`src/rtl/assert_macros.svh`:
```
// Assertion macros used by the top-level RTL of the environment key/value extractor.
// Needs nothing else; each macro compiles away when SYNTHESIS is defined.
`ifndef ASSERT_MACROS_SVH
`define ASSERT_MACROS_SVH
`ifndef SYNTHESIS
// The condition must never hold at a clock edge outside reset.
`define ASSERT_NEVER(label, clk, rst_n, cond) \
	label: assert property (@(posedge clk) disable iff (!(rst_n)) !(cond)) \
		else $error("assertion failed: forbidden condition seen");
// Whenever the antecedent holds, the consequent holds in the same cycle.
`define ASSERT_IMPLIES(label, clk, rst_n, ante, cons) \
	label: assert property (@(posedge clk) disable iff (!(rst_n)) (ante) |-> (cons)) \
		else $error("assertion failed: implication violated");
`else
`define ASSERT_NEVER(label, clk, rst_n, cond)
`define ASSERT_IMPLIES(label, clk, rst_n, ante, cons)
`endif
`endif

```
`src/rtl/ekv_pkg.sv`:
```
// Shared types, constants and helper functions of the environment key/value extractor.
// Depends on nothing; imported by ekv_out_if, ekv_parser, ekv_drain and the top level.
`default_nettype none
package ekv_pkg;

	// Size of the value output buffer; the value memory holds one entry less.
	localparam int VALUE_CAPACITY = 64;
	localparam int BUF_DEPTH      = VALUE_CAPACITY - 1;
	localparam int BUF_AW         = $clog2(BUF_DEPTH);
	localparam int CAP_W          = 7;
	localparam int LEN_W          = 6;

	localparam logic [CAP_W-1:0] CAP_RESET = CAP_W'(VALUE_CAPACITY);

	// Key "hw_rev=" is seven bytes long.
	localparam logic [2:0] KEY_LEN = 3'd7;

	localparam logic [7:0] CHAR_NUL     = 8'h00;
	localparam logic [7:0] CHAR_UPPER_A = 8'h41;
	localparam logic [7:0] CHAR_UPPER_Z = 8'h5A;
	localparam logic [7:0] CHAR_LOWER_A = 8'h61;

	typedef enum logic [1:0] {
		ST_VALUE     = 2'd0,
		ST_NOT_FOUND = 2'd1,
		ST_TOO_LONG  = 2'd2
	} status_t;

	// Write into the value memory.
	typedef struct packed {
		logic              en;
		logic [BUF_AW-1:0] addr;
		logic [7:0]        data;
	} buf_wr_t;

	// Request from the parser to the drain: a single status or a burst of values.
	typedef struct packed {
		logic             valid;
		logic             values;
		status_t          status;
		logic [LEN_W-1:0] count;
	} burst_req_t;

	function automatic logic [7:0] key_byte(input logic [2:0] pos);
		logic [7:0] b;
		case (pos)
			3'd0:    b = 8'h68; // h
			3'd1:    b = 8'h77; // w
			3'd2:    b = 8'h5F; // _
			3'd3:    b = 8'h72; // r
			3'd4:    b = 8'h65; // e
			3'd5:    b = 8'h76; // v
			3'd6:    b = 8'h3D; // =
			default: b = 8'h00;
		endcase
		return b;
	endfunction

	function automatic logic [7:0] lower_byte(input logic [7:0] b);
		logic [7:0] r;
		if (b >= CHAR_UPPER_A && b <= CHAR_UPPER_Z) begin
			r = b - CHAR_UPPER_A + CHAR_LOWER_A;
		end else begin
			r = b;
		end
		return r;
	endfunction

endpackage
`default_nettype wire

```
`src/rtl/ekv_parser.sv`:
```
// Entry parser: matches the key, counts and lower-cases value bytes, decides the outcome.
// Depends on ekv_pkg; writes the value memory held in ekv_drain.
`default_nettype none
module ekv_parser import ekv_pkg::*; (
	input  wire logic             clk,
	input  wire logic             arst_n,
	input  wire logic             fire,
	input  wire logic [7:0]       env_byte,
	input  wire logic             final_byte,
	input  wire logic [CAP_W-1:0] value_capacity,
	output buf_wr_t               buf_wr,
	output burst_req_t            burst_req
);

	typedef enum logic [4:0] {
		PH_START = 5'b00001,
		PH_MATCH = 5'b00010,
		PH_SKIP  = 5'b00100,
		PH_VALUE = 5'b01000,
		PH_DONE  = 5'b10000
	} phase_t;

	typedef struct packed {
		phase_t     ph;
		burst_req_t req;
	} finish_t;

	phase_t           phase_q, ph_n;
	logic [2:0]       key_pos_q, kp_n;
	logic [CAP_W-1:0] value_count_q, vc_n;
	logic [CAP_W-1:0] cap_eff;
	finish_t          fin_r;

	assign cap_eff = (value_capacity > CAP_W'(VALUE_CAPACITY)) ?
		CAP_W'(VALUE_CAPACITY) : value_capacity;

	// End of the matched entry: an empty value keeps searching, otherwise report.
	function automatic finish_t finish_value(input logic [CAP_W-1:0] vc,
		input logic [CAP_W-1:0] cap);
		finish_t f;
		f = '0;
		if (vc == '0) begin
			f.ph = PH_START;
		end else if (({1'b0, vc} + (CAP_W+1)'(1)) > {1'b0, cap}) begin
			f.ph         = PH_DONE;
			f.req.valid  = 1'b1;
			f.req.status = ST_TOO_LONG;
		end else begin
			f.ph         = PH_DONE;
			f.req.valid  = 1'b1;
			f.req.values = 1'b1;
			f.req.status = ST_VALUE;
			f.req.count  = vc[LEN_W-1:0];
		end
		return f;
	endfunction

	always_comb begin
		ph_n      = phase_q;
		kp_n      = key_pos_q;
		vc_n      = value_count_q;
		buf_wr    = '0;
		burst_req = '0;
		fin_r     = '0;
		if (fire) begin
			if (ph_n == PH_START) begin
				if (env_byte == CHAR_NUL) begin
					burst_req.valid  = 1'b1;
					burst_req.status = ST_NOT_FOUND;
					ph_n             = PH_DONE;
				end else begin
					ph_n = PH_MATCH;
					kp_n = '0;
				end
			end
			if (!burst_req.valid) begin
				case (ph_n)
					PH_MATCH: begin
						if (env_byte == CHAR_NUL) begin
							ph_n = PH_START;
						end else if (kp_n < KEY_LEN && env_byte == key_byte(kp_n)) begin
							kp_n = kp_n + 3'd1;
							if (kp_n == KEY_LEN) begin
								ph_n = PH_VALUE;
								vc_n = '0;
							end
						end else begin
							ph_n = PH_SKIP;
						end
					end
					PH_SKIP: begin
						if (env_byte == CHAR_NUL) begin
							ph_n = PH_START;
						end
					end
					PH_VALUE: begin
						if (env_byte == CHAR_NUL) begin
							fin_r     = finish_value(vc_n, cap_eff);
							ph_n      = fin_r.ph;
							burst_req = fin_r.req;
						end else if (vc_n < CAP_W'(VALUE_CAPACITY)) begin
							if (vc_n < CAP_W'(BUF_DEPTH)) begin
								buf_wr.en   = 1'b1;
								buf_wr.addr = vc_n[BUF_AW-1:0];
								buf_wr.data = lower_byte(env_byte);
							end
							vc_n = vc_n + CAP_W'(1);
						end
					end
					default: begin
					end
				endcase
			end
			if (final_byte) begin
				if (ph_n == PH_VALUE) begin
					fin_r     = finish_value(vc_n, cap_eff);
					ph_n      = fin_r.ph;
					burst_req = fin_r.req;
				end
				if (ph_n != PH_DONE) begin
					burst_req        = '0;
					burst_req.valid  = 1'b1;
					burst_req.status = ST_NOT_FOUND;
				end
				ph_n = PH_START;
				kp_n = '0;
				vc_n = '0;
			end
		end
	end

	always_ff @(posedge clk or negedge arst_n) begin
		if (!arst_n) begin
			phase_q       <= PH_START;
			key_pos_q     <= '0;
			value_count_q <= '0;
		end else begin
			phase_q       <= ph_n;
			key_pos_q     <= kp_n;
			value_count_q <= vc_n;
		end
	end

endmodule
`default_nettype wire

```
`config.mk`:
```
export PLATFORM = sky130hd
export DESIGN_NAME = ekv_parser
export DESIGN_NICKNAME = d
export VERILOG_FILES = /design/src/rtl/assert_macros.svh /design/src/rtl/ekv_pkg.sv /design/src/rtl/ekv_parser.sv
export SDC_FILE = /design/constraint.sdc
export NUM_CORES = 1
export LEC_CHECK = 0
export CORE_ASPECT_RATIO = 0.7
export CORE_MARGIN = 2
export CORE_UTILIZATION = 55
export DETAILED_ROUTE_END_ITERATION = 7
export DONT_BUFFER_PORTS = 1
export PLACE_DENSITY = 0.76
export SLEW_MARGIN = 20
export SYNTH_ARGS = -nofsm -noshare
export SYNTH_HDL_FRONTEND = slang
export SYNTH_SLANG_ARGS = --single-unit
```
`constraint.sdc`:
```
create_clock -name clk -period 20.4 [get_ports clk]
set_input_delay 3.06 -clock clk [delete_from_list [all_inputs] [get_ports clk]]
set_output_delay 3.06 -clock clk [all_outputs]
set_load 0.05 [all_outputs]
```
# Word level (Yosys, flattened, before mapping)

Cells that the tools add are included.

$add $sub $neg: 6
Order comparisons: 8
Eq/ne operators: 14
Multiplexer cells: 67
Reduce and logical (&&, ||, !) cells: 6

Operators by type and width:

| operator              | number |
|---|---|
| $mux W10              | 9 |
| $mux W15              | 6 |
| $mux W5               | 16 |
| $mux W7               | 9 |
| $pmux W7 S7           | 1 |
| $mux W8               | 5 |
| $mux W3               | 8 |
| $add A7 B1 Y8 const B | 2 |
| $gt A8 B7 Y1          | 2 |
| $pmux W5 S3           | 1 |
| $logic_not A7 Y1      | 2 |
| $pmux W7 S2           | 1 |
| $eq A3 B3 Y1 const B  | 4 |
| $mux W6               | 2 |
| $eq A5 B4 Y1 const B  | 2 |
| $add A8 B7 Y8 const B | 1 |
| $eq A8 B8 Y1          | 1 |
| $ge A8 B7 Y1 const B  | 1 |
| $le A8 B7 Y1 const B  | 1 |
| $logic_not A8 Y1      | 1 |
| $sub A8 B7 Y8 const B | 1 |
| $add A7 B1 Y7 const B | 1 |
| $gt A7 B7 Y1 const B  | 1 |
| $lt A7 B6 Y1 const B  | 1 |
| other kinds (13)      | 22 |

Flip-flop bits (word level): 15
Bits of input ports: 19
Output and inout port bits: 25
Word-level logic and storage cells: 104

# Depth between registers and ports, before layout

Gate-level depths: netlist of run 1.

Word-level depth: 26
Depth in mapped cells: 31

# Least setup slack after synthesis of run 1

Ideal clock, no wire load.

Path type: input-to-output
From: input port env_byte[0]
To: output port burst_req[4] (netlist name)
Arrival: 9.232 ns
Required time: 17.340 ns
Slack: 8.108 ns
Stages: 27
Buffers on the path: 4
Path through: buf_6 nor4_2 and2_1 buf_4 clkbuf_1 o21ai_0 ha_1 nor3_1 o21ai_0 a21oi_1 o2111ai_1 nor4_4 and3_1 buf_4 o21ai_0 a22o_1 ha_1 ha_1 nor2b_1 o21ai_0 nand2b_1 a21oi_1 o21ai_0 o211ai_1 o221ai_2 nand4b_1 o32ai_1

RTL lines:

| element            | line             | source |
|---|---|---|
| start: declaration | ekv_parser.sv:8  | `input wire logic [7:0] env_byte,` |
| end: declaration   | ekv_parser.sv:12 | `output burst_req_t burst_req` |

==> results of run 1 <==
## cell usage after synthesis (all sizes together) (6+ instances only)
master	number
and2	14
nor2b	8
nor3	13
buf	7
nand2b	6
clkbuf	13
ha	26
o21ai	24
o22ai	15
o21a	6
nor4	7
xnor2	12
nand2	40
a21oi	31
inv	23
dfrtp	14
and3	8
nand3	16
a21boi	7
nor2	24
## flip-flops by register name (all words and copies together), names as in the netlist
register	cells
value_count_q	7
phase_q	5
key_pos_q	3
## per-layer routing
layer | GRT usage | up-vias
met5 | 0 | -
met4 | 0.0404 | 0
met3 | 0.0753 | 15
met2 | 0.395 | 210
met1 | 0.452 | 1315
li1 | - | 1346
## worst max-delay path, stage by stage
cell and delay (ns):
sky130_fd_sc_hd__nor4_2 0.40, sky130_fd_sc_hd__and2_1 0.62, sky130_fd_sc_hd__o21ai_0 0.38, sky130_fd_sc_hd__ha_1 0.37
sky130_fd_sc_hd__nor3_1 0.38, sky130_fd_sc_hd__o21ai_0 0.15, sky130_fd_sc_hd__a21oi_1 0.16, sky130_fd_sc_hd__o2111ai_1 0.16
sky130_fd_sc_hd__nor4_4 0.39, sky130_fd_sc_hd__and3_1 0.43, sky130_fd_sc_hd__o21ai_0 0.18, sky130_fd_sc_hd__a22o_1 0.26
sky130_fd_sc_hd__ha_1 0.30, sky130_fd_sc_hd__ha_1 0.30, sky130_fd_sc_hd__nor2b_1 0.13, sky130_fd_sc_hd__o21ai_0 0.16
sky130_fd_sc_hd__nand2b_1 0.08, sky130_fd_sc_hd__a21oi_1 0.14, sky130_fd_sc_hd__o21ai_0 0.10, sky130_fd_sc_hd__o211ai_1 0.12
sky130_fd_sc_hd__o221ai_2 0.14, sky130_fd_sc_hd__nand4b_1 0.34, sky130_fd_sc_hd__a21oi_1 0.92
## cell type report
class | count | area [sq um]
tap | 69 | 86.3
multi-input combinational | 318 | 2130
fill | 429 | 2020
clock buffer | 4 | 45.0
sequential | 15 | 377
timing repair buffer | 1 | 7.51
inverter | 23 | 86.3
## path summary, 6_finish.rpt
| kind | depth (start not counted) | endpoint | slack [ns] | start |
|---|---|---|---|---|
| worst max-delay path | 23 | burst_req[3] | 7.66 | env_byte[0] |
| worst min-delay path | 1 | phase_q[0] | 0.62 | phase_q[0] |
| worst max register to register | 15 | value_count_q[3] | 15.44 | phase_q[1] |
| worst min register to register | 1 | phase_q[0] | 0.62 | phase_q[0] |
| max in group asynchronous | 0 | phase_q[0] | 17.74 | arst_n |
| min in group asynchronous | 0 | value_count_q[0] | 2.49 | arst_n |
## kinds of logic (layout without fill, tap and decap cells)
family	after synthesis	count (layout)	share of synthesized area
fa+ha+maj	26	26	0.121
compound gates	122	122	0.304
flops	15	15	0.140
xor+xnor	16	16	0.0521
mux	2	2	0.00791
buf+inv	43	28	0.0698
simple gates	152	152	0.306
## where the power goes
part / total (mW) / internal [mW] / leakage (nW) / switching, mW
clock network: 0.0253 / 0.0139 / 0.0228 / 0.0115
logic: 0.0862 / 0.0347 / 0.847 / 0.0515
registers: 0.0465 / 0.0343 / 0.201 / 0.0122
total: 0.158 / 0.0829 / 1.07 / 0.0752
==> results_dict.tcl, run 1 <==
set metrics [dict create \
    cts_tree "done" \
    total_power_mw 0.158 \
    dieWidth_um 87.6 \
    number_of_drc_markers_after_the_initial_detailed_route_iteration 356 \
    post_synth_inst_count 376 \
    final_cell_mix "40 x sky130_fd_sc_hd__nand2_1, 31 x sky130_fd_sc_hd__a21oi_1, 26 x sky130_fd_sc_hd__ha_1" \
    io_buffers 0 \
    core_area_sq_mm 0.00476 \
    hold_path_class "flip-flop to flip-flop" \
    numCtsBuffers 3 \
    holdWs_ns 0.616 \
    grt_pass1_vias 2494 \
    grt-ovfl-total 0 \
    final.setup_skew_ns 0.00215 \
    nNetsFinal 407 \
    dpl-instance-area_sq_mm 0.00269 \
    clk-insertion-delay-late_ns 0.25 \
    cts_post_setup_buffers_inserted 0 \
    final_core_util 0.575 \
    synth-async-reset-ratio 1.00 \
    clock-root-buffer "sky130_fd_sc_hd__clkbuf_8" \
    layout_commonest_cell "sky130_fd_sc_hd__nand2_1" \
    setup_ws_ns 7.66 \
    wl_final_mm 7.88 \
    maxCapViolCount 0 \
    synth.cell_area_sq_mm 0.00269 \
    timing.fmax_mhz 78.5 \
    met2_length_mm 3.10 \
    period_utilization 0.624 \
    avgViaCountPerCell 6.71 \
    cts_buffer_depth 2 \
    synthFlopType "sky130_fd_sc_hd__dfrtp_1" \
    crit_path_max_fanout 16 \
    result_of_the_run "finished clean" \
    die_y_um 62.5 \
    antenna_cells_inserted 0 \
    worst-endpoint-required_ns 17.34 \
    syn-num-nets 421 \
    pins_over_slew_limit 0 \
    ys_warn_count 0 \
    clock_sink_count 15 \
    highest_layer "met4" \
    detail_route.drc_violations 0 \
    cts-hold-fix-buffers 0 \
    met3WireLength_mm 1.08 \
    timing.slew.headroom 0.305 \
    stdcell_area_sq_mm 0.00274 \
    peakVddDrop_uv 30.5 \
    data_arrival_time_of_the_critical_path_ns 9.68 \
    detailroute.via_count 2886 \
    synth_cell_type_count 64 \
    grt_antenna_before_repair 0 \
    cts_resizes 0 \
    io-pin-count 44 \
    leakage_nw 1.07 \
    drtPass1Iterations 5 \
    wl_per_cell_um 18.3 \
    final.min_clock_period_ns 12.74 \
    report.final.setup_viol 0 \
    synth_edf_count 0 \
    setup.worst_path.start_class "primary input" \
    critPathKind "primary input to output port" \
    grtUsageTotal 0.288 \
    power_density_mw_per_mm2 57.8 \
    ys_seq_elements 15 \
    placement.setup.worst_slack_ns 7.71 \
    post-place-cells 426 \
    critPathCaptureType "output port" \
    antenna_violating_nets_post_route 0 \
    synth_top_cell_area_share 0.130 \
    setup_tns_ns 0 \
    start_util 0.566 \
    area_growth_syn_to_layout_pct 1.67 \
    num_rows 21 \
    grt_setup_unrepaired "false" \
    m1WireLength_mm 3.62 \
    design.die.area_sq_mm 0.00548 \
    detailed_place_hpwl_mm 6.05 \
    final_layout_size_suffix_gt1_frac 0.0609 \
    synth.avg_cell_area_sq_um 7.15 \
    finalHoldViolations 0 \
    grt_pass1_wl_mm 12.6 \
    cts-htree-levels 1 \
    post-synth-top-area-cell "sky130_fd_sc_hd__dfrtp_1" \
    gp_congestion 0.987 \
    worst_setup_hold_path_clk_slew_ns 0.06 \
    grt_max_degree 32 \
    layoutNonFillerInstCount 430 \
    max_slew.worst_pin.slew_ns 1.05 \
    ys_top_cells_by_area "sky130_fd_sc_hd__dfrtp_1 13%, sky130_fd_sc_hd__ha_1 12%, sky130_fd_sc_hd__a21oi_1 5.8%, sky130_fd_sc_hd__nand2_1 5.6%, sky130_fd_sc_hd__o21ai_0 4.1%" \
    synth-seq-area-share 0.140 \
]
Note: power is estimated with default switching activity, not from simulation.
==> inputs of run 2 (changes only) <==
- clock period: 20.4 -> 12.1 ns (I/O delays scaled with it)
==> results_dict.tcl, run 2 (synthesized netlist as in run 1, its figures left out) <==
set metrics [dict create \
    hold_depth 1 \
    cts_buffer_depth 2 \
    seqPwrFrac 0.295 \
    layout_commonest_cell "sky130_fd_sc_hd__nand2_1" \
    cts-htree-levels 1 \
    detailed_place_hpwl_mm 5.96 \
    maxCapViolCount 0 \
    total_power_mw 0.268 \
    avgViaCountPerCell 6.71 \
    antenna_violating_nets_post_route 0 \
    area_growth_syn_to_layout_pct 1.67 \
    detail_route.drc_violations 0 \
    design.die.area_sq_mm 0.00548 \
    leakage_nw 1.07 \
    critPathCaptureType "output port" \
    grtUsageTotal 0.286 \
    pins_over_slew_limit 0 \
    data_arrival_time_of_the_critical_path_ns 8.50 \
    p_sw_mw 0.128 \
    grt_setup_unrepaired "false" \
    cts_resizes 0 \
    finalHoldViolations 0 \
    num_rows 21 \
    period_utilization 0.852 \
    critical_r2r_launch "phase_q[1]" \
    dieWidth_um 87.6 \
    rrSetupSlack_ns 7.00 \
    die_y_um 62.5 \
    clock-root-buffer "sky130_fd_sc_hd__clkbuf_8" \
    antenna_cells_inserted 0 \
    switching_share 0.479 \
    final_layout_size_suffix_gt1_frac 0.0609 \
    regArea_sq_um 377 \
    setup.worst_path.start_class "primary input" \
    whs_endpoint "phase_q[0]" \
    grt_pass1_wl_mm 12.8 \
    clk-insertion-delay-late_ns 0.26 \
    report.final.setup_viol 0 \
    crit-reg2reg-capture "value_count_q[3]" \
    grt_antenna_before_repair 0 \
    cts_tree "done" \
    crit_path_max_fanout 16 \
    combinationalPowerShare 0.541 \
    timing.reg2reg.worst_path_depth 15 \
    peakVddDrop_uv 43.9 \
    crit_start "env_byte[1]" \
    wl_per_cell_um 18.2 \
    grt-ovfl-total 0 \
    grt_max_degree 32 \
    final.setup_skew_ns 0.00837 \
    drtPass1Iterations 5 \
    io_buffers 0 \
    power_density_mw_per_mm2 97.9 \
    number_of_drc_markers_after_the_initial_detailed_route_iteration 455 \
    io-pin-count 44 \
    cts-hold-fix-buffers 0 \
    gp_congestion 0.987 \
    numCtsBuffers 3 \
    cellInternalPower_mw 0.140 \
    result_of_the_run "finished clean" \
    worst_setup_hold_path_clk_slew_ns 0.07 \
    timing.slew.headroom 0.302 \
    grt_pass1_vias 2541 \
    multi_input_area_sq_mm 0.00213 \
    reg_top3 "value_count_q (7), phase_q (5), key_pos_q (3)" \
    largest_reg_flops 7 \
    clkPwrFrac 0.164 \
    worst-endpoint-required_ns 10.28 \
    hold_path_class "flip-flop to flip-flop" \
    start_util 0.566 \
    wl_final_mm 7.83 \
    max_slew.worst_pin.slew_ns 1.05 \
    detailroute.via_count 2884 \
    clock_sink_count 15 \
    holdCritStartpoint "phase_q[0]" \
    core_area_sq_mm 0.00476 \
    top_register "value_count_q" \
    critPathKind "primary input to output port" \
    setup_tns_ns 0 \
    final.min_clock_period_ns 10.31 \
    nNetsFinal 407 \
    cts_post_setup_buffers_inserted 0 \
    final_cell_mix "40 x sky130_fd_sc_hd__nand2_1, 31 x sky130_fd_sc_hd__a21oi_1, 26 x sky130_fd_sc_hd__ha_1" \
    layout.filler_cells 416 \
    timing.fmax_mhz 97.0 \
]
-- run 2: cell counts in the layout (fill, tap and decap cells not counted) --
No cell type changed its count.
-- run 2: area by class of cell --
cell class                      count  share of cell area
Sequential cell                    15               0.138
Timing Repair Buffer                1             0.00274
Multi-Input combinational cell    318               0.780
Clock buffer                        4              0.0165
Tap cell                           69              0.0316
Inverter                           23              0.0316
-- run 2: layer usage --
layer  vias up  share of wire  track usage
li1       1347              -            -
met1      1312           0.47        0.450
met2       212           0.39        0.394
met3        13           0.14       0.0859
met4         0         0.0070       0.0212
met5         -              0            0
-- run 2: worst max path at each step --
stage | endpoint | slack, ns | cells past startpoint
floorplan | burst_req[4] | 2.30 | 27
global placement | burst_req[3] | 2.17 | 25
detailed placement | burst_req[3] | 1.92 | 23
CTS | burst_req[3] | 1.90 | 25
global route | burst_req[5] | 1.23 | 23
finish | burst_req[3] | 1.79 | 23
-- run 2: power groups by stage --
stage	logic (mW)	clock network [mW]	registers, mW
2_1_floorplan	0.133	0	0.0620
3_3_place_gp	0.138	0	0.0782
3_5_place_dp	0.140	0	0.0786
4_1_cts	0.141	0.0437	0.0777
5_1_grt	0.162	0.0459	0.0801
6_report	0.145	0.0439	0.0790
-- run 2: through the flow --
step,area [sq um],utilization,setup WS (ns),std cells,hold WS [ns]
2_1_floorplan,2690,-,2.30,376,0.537
3_3_place_gp,2690,0.566,2.17,426,0.589
3_5_place_dp,2690,0.566,1.92,426,0.599
4_1_cts,2740,0.575,1.90,430,0.615
5_1_grt,2740,0.575,1.23,430,0.638
6_report,2740,0.575,1.79,430,0.627
-- run 2: critical path, cell delays in order --
cell                        delay, ns
sky130_fd_sc_hd__nor4_2          0.38
sky130_fd_sc_hd__and2_1          0.62
sky130_fd_sc_hd__o21ai_0         0.39
sky130_fd_sc_hd__ha_1            0.38
sky130_fd_sc_hd__nor3_1          0.41
sky130_fd_sc_hd__o21ai_0         0.15
sky130_fd_sc_hd__a21oi_1         0.19
sky130_fd_sc_hd__o2111ai_1       0.17
sky130_fd_sc_hd__nor4_4          0.39
sky130_fd_sc_hd__and3_1          0.44
sky130_fd_sc_hd__o21ai_0         0.17
sky130_fd_sc_hd__a21o_1          0.27
sky130_fd_sc_hd__ha_1            0.29
sky130_fd_sc_hd__ha_1            0.30
sky130_fd_sc_hd__nor2b_1         0.13
sky130_fd_sc_hd__o21ai_0         0.16
sky130_fd_sc_hd__nand2b_1        0.08
sky130_fd_sc_hd__a21oi_1         0.13
sky130_fd_sc_hd__o21ai_0         0.09
sky130_fd_sc_hd__o211ai_1        0.12
sky130_fd_sc_hd__o221ai_2        0.15
sky130_fd_sc_hd__nand4b_1        0.33
sky130_fd_sc_hd__a21oi_1         0.91
